## src/isort_pkg.sv

```systemverilog
// Shared types for the insertion sorter: data word and the command/status
// structs between controller and datapath. No dependencies.
package isort_pkg;

    localparam int DATA_W = 32;

    typedef logic signed [DATA_W-1:0] value_t;

    // Commands from controller to datapath
    typedef struct packed {
        logic insert;   // take the request value into the cell array
        logic pop;      // head cell delivered, shift the array down
    } isort_cmd_t;

    // Status from datapath to controller
    typedef struct packed {
        logic one_left; // exactly one stored entry remains
    } isort_stat_t;

endpackage

```

## src/isort_datapath.sv

```systemverilog
// Cell array, fill count and drop flag of the insertion sorter.
// Depends on isort_pkg for the data type and command/status structs.
module isort_datapath #(
    parameter int DEPTH = 16
) (
    input  logic                 clk,
    input  logic                 rst_n,
    input  isort_pkg::isort_cmd_t  cmd,
    input  isort_pkg::value_t    in_value,
    output isort_pkg::isort_stat_t stat,
    output isort_pkg::value_t    head_value,
    output logic                 dropped
);
    import isort_pkg::*;

    localparam int CNT_W = $clog2(DEPTH + 1);

    value_t           cell_reg [DEPTH];
    logic [CNT_W-1:0] fill_reg;
    logic [CNT_W-1:0] fill_next;
    logic             dropped_reg;
    logic             dropped_next;
    logic [DEPTH-1:0] gt;
    logic [DEPTH-1:0] wr_en;
    logic             full;

    assign full = (fill_reg == CNT_W'(DEPTH));

    // Each occupied cell compares its own entry with the new value
    always_comb
    begin
        for (int i = 0; i < DEPTH; i++)
        begin
            gt[i] = (fill_reg > CNT_W'(i)) && (cell_reg[i] > in_value);
        end
    end

    // A cell is written when its entry moves up or when it is the first free cell
    always_comb
    begin
        for (int i = 0; i < DEPTH; i++)
        begin
            wr_en[i] = cmd.insert && !full && (gt[i] || (fill_reg == CNT_W'(i)));
        end
    end

    always_ff @(posedge clk)
    begin
        if (cmd.insert)
        begin
            for (int i = 0; i < DEPTH; i++)
            begin
                if (wr_en[i])
                begin
                    if (i > 0 && gt[(i > 0) ? i - 1 : 0])
                        cell_reg[i] <= cell_reg[(i > 0) ? i - 1 : 0];
                    else
                        cell_reg[i] <= in_value;
                end
            end
        end
        else if (cmd.pop)
        begin
            for (int i = 0; i < DEPTH - 1; i++)
            begin
                cell_reg[i] <= cell_reg[i + 1];
            end
        end
    end

    always_comb
    begin
        fill_next    = fill_reg;
        dropped_next = dropped_reg;
        if (cmd.insert)
        begin
            if (full)
                dropped_next = 1'b1;
            else
                fill_next = fill_reg + CNT_W'(1);
        end
        else if (cmd.pop)
        begin
            fill_next = fill_reg - CNT_W'(1);
            // clear the drop mark once the set is fully delivered
            if (fill_reg == CNT_W'(1))
                dropped_next = 1'b0;
        end
    end

    always_ff @(posedge clk or negedge rst_n)
    begin
        if (!rst_n)
        begin
            fill_reg    <= '0;
            dropped_reg <= 1'b0;
        end
        else
        begin
            fill_reg    <= fill_next;
            dropped_reg <= dropped_next;
        end
    end

    assign stat.one_left = (fill_reg == CNT_W'(1));
    assign head_value    = cell_reg[0];
    assign dropped       = dropped_reg;

endmodule

```

## src/isort_ctrl.sv

```systemverilog
// Controller of the insertion sorter: fill and emit phases, handshakes.
// Depends on isort_pkg for the command/status structs.
module isort_ctrl (
    input  logic                   clk,
    input  logic                   rst_n,
    input  logic                   in_valid,
    input  logic                   in_last,
    input  logic                   out_ready,
    input  isort_pkg::isort_stat_t stat,
    output logic                   in_ready,
    output logic                   out_valid,
    output isort_pkg::isort_cmd_t  cmd
);
    import isort_pkg::*;

    typedef enum logic [0:0] {
        ST_FILL,
        ST_EMIT
    } state_t;

    state_t state_reg;
    state_t state_next;
    logic   in_ready_reg;
    logic   in_ready_next;
    logic   out_valid_reg;
    logic   out_valid_next;
    logic   accept;
    logic   deliver;

    assign accept  = in_valid && in_ready_reg;
    assign deliver = out_valid_reg && out_ready;

    always_comb
    begin
        state_next     = state_reg;
        in_ready_next  = in_ready_reg;
        out_valid_next = out_valid_reg;
        unique case (state_reg)
            ST_FILL:
            begin
                if (accept && in_last)
                begin
                    state_next     = ST_EMIT;
                    in_ready_next  = 1'b0;
                    out_valid_next = 1'b1;
                end
            end
            ST_EMIT:
            begin
                if (deliver && stat.one_left)
                begin
                    state_next     = ST_FILL;
                    in_ready_next  = 1'b1;
                    out_valid_next = 1'b0;
                end
            end
            default:
            begin
                state_next     = ST_FILL;
                in_ready_next  = 1'b1;
                out_valid_next = 1'b0;
            end
        endcase
    end

    always_ff @(posedge clk or negedge rst_n)
    begin
        if (!rst_n)
        begin
            state_reg     <= ST_FILL;
            in_ready_reg  <= 1'b1;
            out_valid_reg <= 1'b0;
        end
        else
        begin
            state_reg     <= state_next;
            in_ready_reg  <= in_ready_next;
            out_valid_reg <= out_valid_next;
        end
    end

    assign in_ready   = in_ready_reg;
    assign out_valid  = out_valid_reg;
    assign cmd.insert = accept;
    assign cmd.pop    = deliver;

endmodule

```

## src/insertion_sorter_core.sv

```systemverilog
// Insertion sorter: while filling, one request is taken per cycle and every
// occupied cell compares it with its own entry in parallel. A request with
// tlast closes the set; the next cycle the sorted values leave in ascending
// order, one per cycle while m_tready is high, and no request is taken until
// the last one is delivered. Values beyond DEPTH are dropped and m_tuser is
// set on every result of that set. Equal values keep arrival order.
module insertion_sorter_core #(
    parameter int DEPTH = 16
) (
    input  logic                     clk,
    input  logic                     rst_n,
    input  logic                     s_tvalid,
    output logic                     s_tready,
    input  logic signed [31:0]       s_tdata,   // [31:0] value
    input  logic                     s_tlast,   // last_item
    output logic                     m_tvalid,
    input  logic                     m_tready,
    output logic signed [31:0]       m_tdata,   // [31:0] sorted_value
    output logic                     m_tlast,   // last_result
    output logic                     m_tuser    // [0] overflow
);
    import isort_pkg::*;

    isort_cmd_t  cmd;
    isort_stat_t stat;
    value_t      head_value;
    logic        dropped;

    isort_ctrl u_ctrl (
        .clk       (clk),
        .rst_n     (rst_n),
        .in_valid  (s_tvalid),
        .in_last   (s_tlast),
        .out_ready (m_tready),
        .stat      (stat),
        .in_ready  (s_tready),
        .out_valid (m_tvalid),
        .cmd       (cmd)
    );

    isort_datapath #(
        .DEPTH (DEPTH)
    ) u_datapath (
        .clk        (clk),
        .rst_n      (rst_n),
        .cmd        (cmd),
        .in_value   (s_tdata),
        .stat       (stat),
        .head_value (head_value),
        .dropped    (dropped)
    );

    assign m_tdata = head_value;
    assign m_tlast = stat.one_left;
    assign m_tuser = dropped;

    // Fill and emit phases never overlap
    a_phase_excl: assert property (@(posedge clk) disable iff (!rst_n)
        !(s_tready && m_tvalid))
        else $error("input and output open at the same time");

    a_last_starts_emit: assert property (@(posedge clk) disable iff (!rst_n)
        s_tvalid && s_tready && s_tlast |=> m_tvalid)
        else $error("closing request did not start emission");

    a_emit_continues: assert property (@(posedge clk) disable iff (!rst_n)
        m_tvalid && m_tready && !m_tlast |=> m_tvalid)
        else $error("emission stopped before the last result");

    a_emit_ends: assert property (@(posedge clk) disable iff (!rst_n)
        m_tvalid && m_tready && m_tlast |=> s_tready && !m_tuser)
        else $error("set not closed after the last result");

endmodule

```

## config.mk

```make
export PLATFORM = sky130hd
export DESIGN_NAME = insertion_sorter_core
export DESIGN_NICKNAME = d
export VERILOG_FILES = /design/src/isort_pkg.sv /design/src/isort_datapath.sv /design/src/isort_ctrl.sv /design/src/insertion_sorter_core.sv
export SDC_FILE = /design/constraint.sdc
export NUM_CORES = 2
export LEC_CHECK = 0
export BUFFER_PORTS_ARGS = -buffer_cell sky130_fd_sc_hd__buf_2
export CAP_MARGIN = 10
export CORE_ASPECT_RATIO = 0.7
export CORE_MARGIN = 4
export CORE_UTILIZATION = 58
export DETAILED_ROUTE_END_ITERATION = 10
export GPL_TIMING_DRIVEN = 0
export HOLD_SLACK_MARGIN = 0.08
export PLACE_DENSITY = 0.82
export SLEW_MARGIN = 20
export SYNTH_ARGS = -nofsm -noshare
export SYNTH_HDL_FRONTEND = slang
export SYNTH_HIERARCHICAL = 1
export SYNTH_SLANG_ARGS = --single-unit
```

## constraint.sdc

```tcl
create_clock -name clk -period 15 [get_ports clk]
set_clock_uncertainty 0.15 [all_clocks]
set_input_delay 3 -clock clk [delete_from_list [all_inputs] [get_ports clk]]
set_output_delay 3 -clock clk [all_outputs]
set_load 0.03 [all_outputs]
```

==> tab_implementation.tex <==
\begin{tabular}{lr}
\hline
Metric & Value \\
\hline
\multicolumn{2}{l}{\textbf{Logic synthesis}} \\
\quad Number of enable-type register cells in the synthesized netlist & 512 \\
\quad Part of the Yosys area used for sequential elements & 37.3\% \\
\quad Share of flip-flops with an asynchronous set or reset & 1.73\% \\
\quad Mean cell area of the mapped netlist & 9.53 um\^{}2 \\
\quad Post-synth top area share & around 37\% \\
\quad Top post-synthesis cells by count & 700 x sky130\_fd\_sc\_hd\_\_nand2\_1, 518 x sky130\_fd\_sc\_hd\_\_ha\_1, 512 x sky130\_fd\_sc\_hd\_\_edfxtp\_1 \\
\quad Top\_reg\_cell synth & sky130\_fd\_sc\_hd\_\_edfxtp\_1 \\
\quad Count of mapped cells out of synthesis & 4,394 \\
\quad Syn\_nets & 4,949 \\
\quad Main combinational cell family by area after synthesis & compound AO/OA/AOI/OAI gates \\
\quad Post-synth cell types & 86 \\
\quad Most instantiated library cell after synthesis & sky130\_fd\_sc\_hd\_\_nand2\_1 \\
\quad Yosys top cell by area & sky130\_fd\_sc\_hd\_\_edfxtp\_1 \\
\quad Yosys warnings & 6 \\
\quad Flop and latch count out of synthesis & 521 \\
\quad Fraction of the mapped netlist area in compound gates & around 23\% \\
\quad Dominant cells by area after synthesis & sky130\_fd\_sc\_hd\_\_edfxtp\_1 37\%, sky130\_fd\_sc\_hd\_\_ha\_1 15\%, sky130\_fd\_sc\_hd\_\_nand2\_1 6.3\% \\
\quad Share of synthesized area spent on multiplexers & 4.78\% \\
\quad Synth Cell Area & 41,900 um\^{}2 \\
\quad Xor and xnor area share after synthesis & 0.105\% \\
\quad Post-synthesis share of cell area spent on full adders, half adders and majority gates & around 15\% \\
\quad Simple-gate area share of the yosys netlist & 14.8\% \\
\multicolumn{2}{l}{\textbf{Timing}} \\
\quad Setup TNS & 0 ns \\
\quad Final setup violation count & 0 \\
\quad Max Fclk & 138 MHz \\
\quad Setup repair after global routing missed its margin & no \\
\quad Final hold violations & 0 \\
\quad Max-slew violations & 0 \\
\quad Final worst setup slack & 7.73 ns \\
\quad Max transition margin & between 7 and 8\% \\
\quad Final Critical Period & 7.27 ns \\
\quad Transition at the pin with the smallest max-transition slack & 1.39 ns \\
\quad Period Utilization, post-route & 48.4\% \\
\multicolumn{2}{l}{\textbf{Die}} \\
\quad Placement row count & 82 \\
\quad Die W & 329 um \\
\quad Number of top-level pins & 73 \\
\quad Initial cell density of the core & between 50\% and 60\% \\
\quad Die extent in y & about 230 um \\
\quad Total die area & 76,600 um\^{}2 \\
\quad Area inside the core boundary & around 72,000 um\^{}2 \\
\multicolumn{2}{l}{\textbf{Hold path}} \\
\quad Worst min-delay path class & flip-flop to flip-flop \\
\multicolumn{2}{l}{\textbf{Global routing}} \\
\quad Largest net degree at the start of global routing & 33 \\
\quad Total routing resource utilization after global routing & 43.6\% \\
\quad Initial antenna violation count & 1 \\
\quad Met3 layer usage reported by global route & 24.1\% \\
\quad Global Route met1 Usage & 61.2\% \\
\quad First-pass GRT wire length & 246,000 um \\
\quad Via count of the first global-routing pass & 37,300 \\
\quad Most Used Layer, Global Route & met1 \\
\quad Total congestion overflow after global routing & 0 \\
\quad Met2 track utilization from global routing & 53.7\% \\
\multicolumn{2}{l}{\textbf{Critical path}} \\
\quad Required time of the critical path & $\sim$15 ns \\
\quad Critical Path End Type & flip-flop \\
\quad WS Path Type & input pin to flip-flop \\
\quad Element type at the critical path start & input pin \\
\quad Crit-path slowest cell & sky130\_fd\_sc\_hd\_\_nand2\_2 \\
\quad CP bufs+invs & 3 \\
\quad Cell mode on critical path & sky130\_fd\_sc\_hd\_\_a21oi\_1 \\
\quad CP Cell Sequence & buf\_2 -> inv\_2 -> ha\_1 -> a21oi\_1 -> nor2\_1 -> a211oi\_1 -> o2111ai\_1 -> a31oi\_1 -> mux2i\_1 -> a21oi\_1 -> clkbuf\_1 -> nand2\_2 \\
\quad Critical path arrival & 7.29 ns \\
\quad Longest individual stage delay on the worst path & 0.67 ns \\
\quad Top Family by Delay on Critical Path & compound AO/OA/AOI/OAI gates \\
\quad Crit path max fanout & 32 \\
\multicolumn{2}{l}{\textbf{Detailed routing}} \\
\quad Total length of routed wires & between 150,000 and 200,000 um \\
\quad Overall via count from detail\_route & 41,100 \\
\quad Wire length per cell after detailed routing & 31.0 um \\
\quad Drt via density & 7.38 \\
\quad Count of nets left with antenna violations after detail routing & 0 \\
\quad Number of design-rule violations left by the first detailed-router iteration & 7,142 \\
\quad Post-detailed-route DRC marker count & 3 \\
\quad Drt first pass iters & 11 \\
\multicolumn{2}{l}{\textbf{Cells and area}} \\
\quad Fraction of final layout cells sized beyond drive strength 1 & approximately 10\% \\
\quad Final-stage net count & 5,109 \\
\quad Footprint of the multi-input gates & about 24,000 um\^{}2 \\
\quad Number of flip-flops under the largest register name & 512 \\
\quad Post-route insts no fill & 5,564 \\
\quad Final instance area & 46,100 um\^{}2 \\
\quad Count of filler cells inserted in the layout & 5,766 \\
\quad Register area & 15,600 um\^{}2 \\
\quad Area added between synthesis and finish & 10.1\% \\
\multicolumn{2}{l}{\textbf{Placement}} \\
\quad Placed Cells incl. Taps & 5,462 \\
\quad Pre-CTS setup slack & between 7 and 8 ns \\
\quad Count of port buffers added during placement & 72 \\
\quad GPL Wtd Cong & 1.07 \\
\quad Placed standard-cell area & 44,300 um\^{}2 \\
\quad Detailed placement HPWL & approximately 130,000 um \\
\multicolumn{2}{l}{\textbf{Flow run}} \\
\quad Max Cap Violations & 0 \\
\multicolumn{2}{l}{\textbf{Clock tree}} \\
\quad Hold-fix buffers at CTS & 0 \\
\quad Clock slew seen by the registers of the worst setup and hold paths & 0.07 ns \\
\quad CTS H-tree depth & 2 \\
\quad Total CTS buffers & 55 \\
\quad Maximum buffer depth of the clock tree & 3 \\
\quad CTS tree & yes \\
\quad Root Driver & sky130\_fd\_sc\_hd\_\_clkbuf\_16 \\
\quad Post-CTS repair timing setup buffer count & 0 \\
\quad Clk Latency, worst-skew pair & 0.66 ns \\
\quad Number of instances resized during post-cts repair & 0 \\
\quad Sinks on Clock Net & $\sim$520 \\
\multicolumn{2}{l}{\textbf{Run status}} \\
\quad Violations in the final reports & DRC \\
\quad Result of the run & finished with violations \\
\multicolumn{2}{l}{\textbf{Power and ir drop}} \\
\quad Power Dens Cells & approximately 160 nW/um\^{}2 \\
\quad Largest voltage drop on the vdd net & 96.4 uV \\
\quad Static Leakage & 17.8 nW \\
\hline
\end{tabular}
-- cells by family after synthesis --
family	count (synthesis)
XOR/XNOR	5
AND/OR/NAND/NOR	1321
adder cells (fa/ha/maj)	518
AO/OA/AOI/OAI	1374
buffers and inverters	459
flip-flops	521
multiplexers	196
-- power by group --
group	internal [mW]	leakage, nW	switching (mW)
sequential	2.18	5.05	0.518
combinational	1.04	11.9	2.07
clock	0.811	0.863	0.630
-- path summary, 6_finish.rpt --
| path | slack (ns) | cells past startpoint | to | from |
|---|---|---|---|---|
| min in group asynchronous | 2.06 | 1 | u_datapath/fill_reg[1] | rst_n |
| max in group asynchronous | 12.36 | 1 | u_ctrl/in_ready | rst_n |
| setup reg to reg | 9.28 | 11 | u_datapath/cell_reg[0][450] | u_datapath/fill_reg[0] |
| hold reg to reg | 0.40 | 1 | u_ctrl/out_valid | u_ctrl/state_reg |
| setup / recovery | 7.73 | 12 | u_datapath/cell_reg[0][320] | s_tdata[5] |
| hold / removal | 0.40 | 1 | u_ctrl/out_valid | u_ctrl/state_reg |
-- stage by stage --
step	power (mW)	utilization, %	hold slack [ns]
2_1_floorplan	4.44	-	0.337
3_3_place_gp	5.42	60.7	0.363
3_5_place_dp	5.57	61.9	0.382
4_1_cts	7.00	64.4	0.388
5_1_grt	7.48	64.5	0.419
6_report	7.24	64.5	0.400
-- final cells by class --
type	instances	share of cell area [%]
well taps	966	2.62
inverters	80	0.651
clock inverters	27	0.684
diodes	3	0.0163
flip-flops and latches	521	33.8
clock buffers	71	3.21
multi-input cells	3414	52.8
repair buffers	103	2.44
plain buffers	379	3.72
-- routing by layer --
layer  routed length, um  vias up
met5                  61        -
met4                9380        4
met3               36900      566
met2               61100     3860
met1               64900    19300
li1                    -    17400
-- placed cells by master, fill, tap and decap left out, types with 32 or more instances in the layout --
cell,n
sky130_fd_sc_hd__o31ai_1,40
sky130_fd_sc_hd__a21oi_1,302
sky130_fd_sc_hd__buf_2,114
sky130_fd_sc_hd__nand4_1,121
sky130_fd_sc_hd__nand3_1,121
sky130_fd_sc_hd__o211ai_2,60
sky130_fd_sc_hd__a31oi_1,79
sky130_fd_sc_hd__a21o_1,53
sky130_fd_sc_hd__a41oi_1,66
sky130_fd_sc_hd__edfxtp_1,512
sky130_fd_sc_hd__clkbuf_1,276
sky130_fd_sc_hd__nand4b_1,34
sky130_fd_sc_hd__nand2b_1,43
sky130_fd_sc_hd__buf_4,37
sky130_fd_sc_hd__inv_1,46
sky130_fd_sc_hd__o21ai_0,213
sky130_fd_sc_hd__mux2i_1,164
sky130_fd_sc_hd__or3_1,34
sky130_fd_sc_hd__o2111ai_1,68
sky130_fd_sc_hd__clkbuf_16,57
sky130_fd_sc_hd__a211o_1,102
sky130_fd_sc_hd__o211ai_1,212
sky130_fd_sc_hd__a22o_1,34
sky130_fd_sc_hd__mux2_2,32
sky130_fd_sc_hd__o21ai_1,42
sky130_fd_sc_hd__nand2_1,694
sky130_fd_sc_hd__nor2_1,128
sky130_fd_sc_hd__ha_1,518
Power figures use the tool's default switching activity.
